===== src/rtl/phc_pkg.sv =====
// phc_pkg: shared types and constants of the polynomial store
// no dependencies
`default_nettype none
package phc_pkg;

    localparam int COEF_W = 32;
    localparam int EXP_W  = 4;
    localparam int MODE_W = 2;

    localparam logic [MODE_W-1:0] MODE_CLEAR  = 2'd0;
    localparam logic [MODE_W-1:0] MODE_INSERT = 2'd1;
    localparam logic [MODE_W-1:0] MODE_QUERY  = 2'd2;
    localparam logic [MODE_W-1:0] MODE_EVAL   = 2'd3;

    typedef struct packed {
        logic init;
        logic step;
    } hrn_ctrl_t;

endpackage
`default_nettype wire


===== src/rtl/phc_cell.sv =====
// phc_cell: one coefficient cell of the rotating store ring
// depends on phc_pkg
`default_nettype none
module phc_cell (
    input  wire logic                       clk,
    input  wire logic                       rst_n,
    input  wire logic                       clear,
    input  wire logic                       shift,
    input  wire logic [phc_pkg::COEF_W-1:0] din,
    output logic      [phc_pkg::COEF_W-1:0] dout
);
    import phc_pkg::*;

    logic [COEF_W-1:0] coef_reg;
    logic [COEF_W-1:0] coef_next;

    always_comb
    begin
        coef_next = coef_reg;
        if (clear)
        begin
            coef_next = '0;
        end
        else if (shift)
        begin
            coef_next = din;
        end
    end

    always_ff @(posedge clk or negedge rst_n)
    begin
        if (!rst_n)
        begin
            coef_reg <= '0;
        end
        else
        begin
            coef_reg <= coef_next;
        end
    end

    assign dout = coef_reg;

endmodule
`default_nettype wire


===== src/rtl/phc_horner.sv =====
// phc_horner: multiply-add accumulator fed by the ring tap
// depends on phc_pkg
`default_nettype none
module phc_horner (
    input  wire logic                       clk,
    input  wire phc_pkg::hrn_ctrl_t         ctrl,
    input  wire logic [phc_pkg::COEF_W-1:0] point,
    input  wire logic [phc_pkg::COEF_W-1:0] tap,
    output logic      [phc_pkg::COEF_W-1:0] acc_next
);
    import phc_pkg::*;

    logic [COEF_W-1:0] acc_reg;
    logic [COEF_W-1:0] prod;

    assign prod     = COEF_W'(acc_reg * point);
    assign acc_next = prod + tap;

    always_ff @(posedge clk)
    begin
        if (ctrl.init)
        begin
            acc_reg <= '0;
        end
        else if (ctrl.step)
        begin
            acc_reg <= acc_next;
        end
    end

endmodule
`default_nettype wire


===== src/rtl/polynomial_store_horner_eval_top.sv =====
// polynomial_store_horner_eval_top: polynomial store with horner evaluation
// depends on phc_pkg, phc_cell, phc_horner
// clear: result the cycle after the transfer, next transfer in that cycle
// insert, query, evaluate: the coefficient ring rotates once, result strobe the
// cycle after its last shift; busy is high and no new item is taken while it rotates
// the multiply-add at the ring tap is combinational within each step; results cannot stall
// reset clears all coefficients and the degree at once
`default_nettype none
module polynomial_store_horner_eval_top #(
    parameter int MAX_TERMS = 16
) (
    input  wire logic                              clk,
    input  wire logic                              rst_n,
    input  wire logic                              start,
    output logic                                   busy,
    input  wire logic        [phc_pkg::MODE_W-1:0] mode,
    input  wire logic        [phc_pkg::COEF_W-1:0] term_coef,
    input  wire logic        [phc_pkg::EXP_W-1:0]  term_exp,
    input  wire logic signed [phc_pkg::COEF_W-1:0] point_x,
    output logic                                   done,
    output logic signed      [phc_pkg::COEF_W-1:0] eval_value,
    output logic             [phc_pkg::COEF_W-1:0] coef_value,
    output logic             [phc_pkg::EXP_W-1:0]  poly_degree
);
    import phc_pkg::*;

    localparam int IDX_W = $clog2(MAX_TERMS);
    localparam int CMP_W = (IDX_W > EXP_W) ? IDX_W : EXP_W;
    localparam logic [IDX_W-1:0] LAST_IDX = IDX_W'(MAX_TERMS - 1);

    typedef enum logic {ST_IDLE, ST_RUN} state_t;

    state_t            state_reg;
    logic [IDX_W-1:0]  cnt_reg;
    logic [MODE_W-1:0] mode_reg;
    logic [COEF_W-1:0] coef_reg;
    logic [EXP_W-1:0]  exp_reg;
    logic [COEF_W-1:0] x_reg;
    logic [COEF_W-1:0] query_reg;
    logic [EXP_W-1:0]  degree_reg;
    logic              done_reg;
    logic [COEF_W-1:0] eval_reg;
    logic [COEF_W-1:0] coefv_reg;
    logic [EXP_W-1:0]  degv_reg;

    logic [COEF_W-1:0] chain [MAX_TERMS];
    logic [COEF_W-1:0] tap;
    logic [COEF_W-1:0] feedback;
    logic [COEF_W-1:0] acc_next;
    logic              accept;
    logic              running;
    logic              hit;
    logic              clear_all;
    hrn_ctrl_t         hctrl;

    assign accept    = start && (state_reg == ST_IDLE);
    assign running   = (state_reg == ST_RUN);
    assign clear_all = accept && (mode == MODE_CLEAR);
    assign tap       = chain[MAX_TERMS-1];
    assign hit       = (CMP_W'(cnt_reg) == CMP_W'(exp_reg));
    assign feedback  = (hit && (mode_reg == MODE_INSERT)) ? tap + coef_reg : tap;

    assign hctrl.init = accept;
    assign hctrl.step = running;

    genvar gi;
    generate
        for (gi = 0; gi < MAX_TERMS; gi++)
        begin : g_cell
            phc_cell u_cell (
                .clk   (clk),
                .rst_n (rst_n),
                .clear (clear_all),
                .shift (running),
                .din   ((gi == 0) ? feedback : chain[(gi == 0) ? 0 : gi - 1]),
                .dout  (chain[gi])
            );
        end
    endgenerate

    phc_horner u_horner (
        .clk      (clk),
        .ctrl     (hctrl),
        .point    (x_reg),
        .tap      (tap),
        .acc_next (acc_next)
    );

    always_ff @(posedge clk or negedge rst_n)
    begin
        if (!rst_n)
        begin
            state_reg  <= ST_IDLE;
            cnt_reg    <= '0;
            mode_reg   <= MODE_CLEAR;
            coef_reg   <= '0;
            exp_reg    <= '0;
            x_reg      <= '0;
            query_reg  <= '0;
            degree_reg <= '0;
            done_reg   <= 1'b0;
            eval_reg   <= '0;
            coefv_reg  <= '0;
            degv_reg   <= '0;
        end
        else
        begin
            done_reg <= 1'b0;
            case (state_reg)
                ST_IDLE:
                begin
                    if (accept)
                    begin
                        mode_reg  <= mode;
                        coef_reg  <= term_coef;
                        exp_reg   <= term_exp;
                        x_reg     <= point_x;
                        query_reg <= '0;
                        cnt_reg   <= LAST_IDX;
                        if (mode == MODE_CLEAR)
                        begin
                            degree_reg <= '0;
                            eval_reg   <= '0;
                            coefv_reg  <= '0;
                            degv_reg   <= '0;
                            done_reg   <= 1'b1;
                        end
                        else
                        begin
                            if ((mode == MODE_INSERT) && (term_coef != '0)
                                && (32'(term_exp) < MAX_TERMS) && (term_exp > degree_reg))
                            begin
                                degree_reg <= term_exp;
                            end
                            state_reg <= ST_RUN;
                        end
                    end
                end
                ST_RUN:
                begin
                    if (hit && (mode_reg == MODE_QUERY))
                    begin
                        query_reg <= tap;
                    end
                    cnt_reg <= cnt_reg - 1'b1;
                    if (cnt_reg == '0)
                    begin
                        eval_reg  <= (mode_reg == MODE_EVAL) ? acc_next : '0;
                        coefv_reg <= (hit && (mode_reg == MODE_QUERY)) ? tap : query_reg;
                        degv_reg  <= degree_reg;
                        done_reg  <= 1'b1;
                        state_reg <= ST_IDLE;
                    end
                end
                default:
                begin
                    state_reg <= ST_IDLE;
                end
            endcase
        end
    end

    assign busy        = running;
    assign done        = done_reg;
    assign eval_value  = eval_reg;
    assign coef_value  = coefv_reg;
    assign poly_degree = degv_reg;

endmodule
`default_nettype wire

===== config.mk =====
export PLATFORM = sky130hd
export DESIGN_NAME = polynomial_store_horner_eval_top
export DESIGN_NICKNAME = d
export VERILOG_FILES = /design/src/rtl/phc_pkg.sv /design/src/rtl/phc_cell.sv /design/src/rtl/phc_horner.sv /design/src/rtl/polynomial_store_horner_eval_top.sv
export SDC_FILE = /design/constraint.sdc
export NUM_CORES = 2
export LEC_CHECK = 0
export ABC_AREA = 1
export BUFFER_PORTS_ARGS = -buffer_cell sky130_fd_sc_hd__buf_4
export CORE_MARGIN = 5
export CORE_UTILIZATION = 45
export CTS_BUF_LIST = sky130_fd_sc_hd__clkbuf_4
export CTS_CLUSTER_DIAMETER = 40
export DETAILED_ROUTE_END_ITERATION = 10
export SLEW_MARGIN = 20
export SYNTH_ARGS = -nofsm -noshare
export SYNTH_HDL_FRONTEND = slang
export SYNTH_SLANG_ARGS = --single-unit

===== constraint.sdc =====
create_clock -name clk -period 11.4 [get_ports clk]
set_input_delay 2.28 -clock clk [delete_from_list [all_inputs] [get_ports clk]]
set_output_delay 2.28 -clock clk [all_outputs]
set_load 0.01 [all_outputs]

-- Word level (Yosys, flattened, before mapping)
Cells that the tools add are included.
- mux-type cells: 59
- magnitude comparators: 1
- equal/unequal tests: 8
- add/sub/neg operators: 3
- multipliers: 1
- bitwise operators: 1
- divide/modulo/power cells: 0
- shift-type cells: 0
- reductions and logical operators: 14
- operator list (cell ; count):
    32-bit 2-to-1 mux ; 40
    32-bit case mux with 2 select lines ; 3
    32-bit adder ; 2
    32-bit by 32-bit multiplier with 32-bit output ; 1
    32-bit nonzero test ; 1
    4-bit 2-to-1 mux ; 6
    4-bit case mux with 2 select lines ; 2
    1-bit logical AND ; 6
    1-bit 2-to-1 mux ; 6
    3-bit AND reduction ; 2
    2-bit by 1-bit equality test with 1-bit output, second input constant ; 2
    2-bit equality test, second input constant ; 2
    4-bit equality test ; 1
    4-bit > comparator ; 1
    4-bit zero test ; 1
    2-bit by 1-bit inequality test with 1-bit output, second input constant ; 2
    1-bit case mux with 2 select lines ; 2
    2-bit nonzero test ; 2
    4-bit by 1-bit subtractor with 4-bit output, second input constant ; 1
    2-bit zero test ; 1
    2-bit inequality test, second input constant ; 1
    2-bit AND reduction ; 1
    1-bit inverter ; 1
- memories: 0
- bits in read-only memories: 0
- register bits after elaboration: 724
- input bits: 73
- bits in latches: 0
- bits in writable memories: 0

-- Longest topological paths before layout
- depth in word-level cells: 5
- gate-level depth with buffers: 35
- gate-level depth less buffers: 34

-- Modules after synthesis
From an unflattened synthesis, not the netlist that was laid out.
- cell total of the unflattened synthesis: 6381
- area, all modules: 51450.6 um2
- by module, submodules not included (module ; cells an instance ; area an instance (um2) ; sequential area each (um2) ; instances):
    phc_cell ; 140 ; 1351.3 ; 800.8 ; 16
    phc_horner ; 2650 ; 19409.9 ; 640.6 ; 1
    polynomial_store_horner_eval_top ; 1491 ; 10420.0 ; 4504.3 ; 1

-- Worst setup path before layout
No wires, ideal clock.
- path type: register -> register
- from: register x_reg[4]
- to: register eval_reg[26], in the netlist eval_value[26]
- arrival time: 6.495 ns
- data required time: 11.324 ns
- cell stages (with the launch flop): 30
- library setup time: 0.076 ns
- path slack: 4.829 ns
- cells stage by stage: dfrtp_1 clkbuf_1 buf_1 nand2_1 inv_1 fa_1 fa_1 fa_1 inv_1 fa_1 inv_1 fa_1 inv_1 fa_1 inv_1 fa_1 inv_1 fa_1 inv_1 ha_1 nand4_1 nor3_2 nand4_1 nand3_1 a21o_1 nand2_1 nand2_1 xor2_1 nand2_1 o21ai_1
- longest elaborated chain between the ends: 5
- RTL lines (item ; RTL line ; source):
    start, declared ; polynomial_store_horner_eval_top.sv:38 ; logic [COEF_W-1:0] x_reg;
    start signal, assigned ; polynomial_store_horner_eval_top.sv:117 ; x_reg <= point_x;
    32-bit by 32-bit multiplier with 32-bit output ; phc_horner.sv:16 ; assign prod = COEF_W'(acc_reg * point);
    32-bit adder ; phc_horner.sv:17 ; assign acc_next = prod + tap;
    32-bit 2-to-1 mux ; polynomial_store_horner_eval_top.sv:148 ; eval_reg <= (mode_reg == MODE_EVAL) ? acc_next : '0;
    32-bit 2-to-1 mux ; polynomial_store_horner_eval_top.sv:146 ; if (cnt_reg == '0)
    32-bit case mux with 2 select lines ; polynomial_store_horner_eval_top.sv:109 ; case (state_reg)
    end signal, assigned ; polynomial_store_horner_eval_top.sv:148 ;
    end, declared ; polynomial_store_horner_eval_top.sv:42 ; logic [COEF_W-1:0] eval_reg;
Every way passes these cells. The select of a mux whose other input is x is not followed.
A chain may end at the register's enable or synchronous reset.

-- Final worst setup path
- from: register u_horner.acc_reg[13]
- to: register eval_reg[28], in the netlist eval_value[28]
- longest elaborated chain between the ends: 5
- RTL lines (item ; RTL line ; source):
    start, declared ; phc_horner.sv:13 ; logic [COEF_W-1:0] acc_reg;
    start signal, assigned ; phc_horner.sv:27 ; acc_reg <= acc_next;
    32-bit by 32-bit multiplier with 32-bit output ; phc_horner.sv:16 ;
    32-bit adder ; phc_horner.sv:17 ;
    32-bit 2-to-1 mux ; polynomial_store_horner_eval_top.sv:148 ;
    32-bit 2-to-1 mux ; polynomial_store_horner_eval_top.sv:146 ;
    32-bit case mux with 2 select lines ; polynomial_store_horner_eval_top.sv:109 ;
Every way passes these cells. The select of a mux whose other input is x is not followed.

==> results.yml <==
status:
  status: "completed"
sta:
  skew_ns: 0.120
  grt_setup_unrepaired: "no"
  finalSetupTns_ns: 0
  fin_crit_sh_pct: 67.5
  setup_violations: 0
  clock.fmax_mhz: 130
  min_period_ns: 7.69
  max_slew_margin_pct: 19.3
  holdWs_ns: 0.471
  drv_slew: 0
  hold_viol_final: 0
  worstMarginPinSlew_ns: 1.20
grt:
  grt_pass1_vias: 35900
  overflow: 0
  grt_max_degree: 204
  antenna_found_initial: 8
  grt_pass1_wl_um: 201000
  gr-usage-all-layers_pct: 23.2
die:
  fp-row-count: 118
  initial_core_util_pct: 45.2
  dieArea_sq_um: 110000
  die_width_um: 332
  io_pins: 143
  core_sq_um: 103000
  die_y_um: 332
worst_hold_path:
  hold_class: "register to register"
  hold_path_startpoint: "g_cell[10].u_cell.dout[11]$_DFFE_PN0P_"
critical_path:
  endpoint: "eval_value[28]$_DFFE_PN0P_"
  critPathCaptureType: "register"
  cpMostUsedCell: "fa_1"
  path_class: "register to register"
  crit_path_start: "u_horner.acc_reg[13]$_SDFFE_PP0P_"
  cp_num_cells: 24
  crit_family: "adder cells"
  crit_chain: "nand2_1 > fa_1 > inv_1 > fa_1 > inv_1 > fa_1 > inv_1 > fa_1 > inv_1 > fa_1 > inv_1 > fa_1 > fa_1 > inv_1 > fa_1 > inv_1 > ha_1 > nand2_1 > nor2_1 > nand3_1 > o21ai_0 > a21oi_1 > o21ai_0 > o21ai_0"
  cp_data_required_time_ns: 12.39
  cp_slowest_stage_delay_ns: 1.02
  critPathLaunchType: "register"
  r2r_end: "eval_value[28]$_DFFE_PN0P_"
  timing.critical_path.buf_inv: 7
  crit_fanout: 20
  crit_arrival_ns: 8.68
  ff2ff_setup_slack_ns: 3.71
  r2r_cells: 24
  r2r_start: "u_horner.acc_reg[13]$_SDFFE_PP0P_"
  cpMaxStageDelayCell: "dfxtp_1"
clock_tree:
  clock-sinks: 724
  cts-resized-gates: 0
  cts_tree: "built"
  htreeDepth: 4
  cts_buffers: 197
  cts_setup_buffers: 0
  clock_path_buffers: 3
  clk_pin_slew_worst_paths_ns: 0.07
  ctsHoldBuffers: 0
  clk_latency_ns: 1.15
  root_buffer: "clkbuf_4"
logic_synthesis:
  synthFlopType: "dfrtp_1"
  synth.area.top_cells: "dfrtp_1, fa_1, inv_1"
  synth_edf_count: 0
  synth_top_cell_by_area: "dfrtp_1"
  synth.top_cell.area_share_pct: 37.2
  synth_nets: 6088
  avgSynthCellArea_sq_um: 8.59
  synth_top_family_by_area: "adder cells"
  ys_async_sr_fraction_pct: 95.6
  yosys.area_share.xor_xnor_pct: 0.358
  synth_mux_area_share_pct: 0
  synth_adder_area_share_pct: 23.2
  synth-seq-cells: 724
  synth.distinct_cells: 53
  syn_inst: 5416
  synth-seq-area-share_pct: 38.6
  netlist_area_sq_um: 46500
  synthTopCellsByCount: "inv_1, nand2_1, dfrtp_1"
  synth_most_common_cell: "inv_1"
  synth-simple-area-share_pct: 12.5
  synth_compound_gate_area_share_pct: 11.4
  synth_warnings: 0
detailed_routing:
  drtIter0Drc: 2470
  drc: 0
  drt_wl_total_um: 128000
  ant_nets: 0
  wl_per_cell_um: 18.1
  drtPass1Iterations: 5
  via_count: 35500
  vias_per_cell: 5.03
cells_and_area:
  fill_cells: 10100
  syn_to_final_growth_pct: 9.97
  drive_gt1_share_pct: 9.77
  nets: 6195
  largest_register_ffs: 512
  fin_util_pct: 49.7
placement:
  routabilityCongestion: 0.880
  dp_hpwl_um: 91800
  portBuffers: 142
flow_run:
  drv_cap: 0
==> cell type report <==
| class | instances | area [sq um] | area share (%) |
|---|---|---|---|
| antenna | 5 | 12.5 | 0.0244 |
| inverter | 1436 | 5400 | 10.5 |
| multi-input combinational | 2975 | 22100 | 43.1 |
| clock inverter | 60 | 378 | 0.738 |
| tap | 1380 | 1730 | 3.37 |
| timing repair buffer | 189 | 1490 | 2.91 |
| sequential | 724 | 18000 | 35.1 |
| clock buffer | 285 | 2140 | 4.18 |
==> worst register-to-register path, cell delays in order, from the launching register on <==
cell,delay [ns]
dfxtp_1,1.02
nand2_1,0.23
fa_1,0.59
inv_1,0.05
fa_1,0.48
inv_1,0.06
fa_1,0.53
inv_1,0.05
fa_1,0.49
inv_1,0.05
fa_1,0.52
inv_1,0.06
fa_1,0.47
fa_1,0.49
inv_1,0.06
fa_1,0.48
inv_1,0.04
ha_1,0.35
nand2_1,0.11
nor2_1,0.33
nand3_1,0.12
o21ai_0,0.54
a21oi_1,0.12
o21ai_0,0.18
o21ai_0,0.13
==> cells by family (layout without fill, tap and decap cells) <==
| logic type | count (synthesis) | count (layout) |
|---|---|---|
| adders and majority gates | 599 | 599 |
| buffers and inverters | 1717 | 1970 |
| and+or+nand+nor | 1457 | 1457 |
| other | 0 | 5 |
| AOI/OAI and AO/OA | 900 | 900 |
| xor gates and xnor gates | 19 | 19 |
| DFF | 724 | 724 |
==> worst min-delay path by stage <==
stage / endpoint / slack, ns / cells after the start
final: g_cell[11].u_cell.dout[11]$_DFFE_PN0P_ / 0.47 / 2
after detailed placement: query_reg[26]$_DFFE_PN0P_ / 0.46 / 2
after global routing: g_cell[11].u_cell.dout[12]$_DFFE_PN0P_ / 0.49 / 2
after CTS: g_cell[11].u_cell.dout[11]$_DFFE_PN0P_ / 0.46 / 2
after global placement: query_reg[14]$_DFFE_PN0P_ / 0.46 / 2
after floorplan: query_reg[21]$_DFFE_PN0P_ / 0.44 / 2
==> per-stage QoR <==
step                      setup slack (ns)  instance area, sq um  instances
final                                 3.71                 51200       7054
after global routing                  3.45                 51200       7052
after CTS                             3.64                 51200       7049
after detailed placement              3.67                 48600       6704
after global placement                3.73                 48600       6704
after floorplan                       4.83                 46500       5416
==> per-layer routing <==
metal  routed length [um]  vias up  global-route usage (%)
met5                   13        -                       0
met4                 3890        2                    7.96
met3                 8540      235                    5.68
met2                59100      940                    36.9
met1                56000    17500                    31.3
li1                     -    16800                       -
==> cell usage in the layout, fill, tap and decap left out, types with 6 or more instances in the layout <==
cell type     n
a21o_1       12
a21oi_1     147
buf_4       183
clkbuf_4    285
clkinv_1     29
clkinv_2     17
dfrtp_1     690
dfxtp_1      28
fa_1        439
ha_1        160
inv_1      1429
inv_2         6
nand2_1    1246
nand2_2       8
nand3_1      89
nand4_1      17
nor2_1       54
nor3_1        7
nor4_1        9
o211ai_1     10
o21ai_0     168
o21ai_1      41
o22ai_1     484
or2_2         8
xnor2_1       7
xor2_1       12
Power is not shown: default switching activity piles up to over one toggle a cycle in this logic, so the estimate is an artifact.
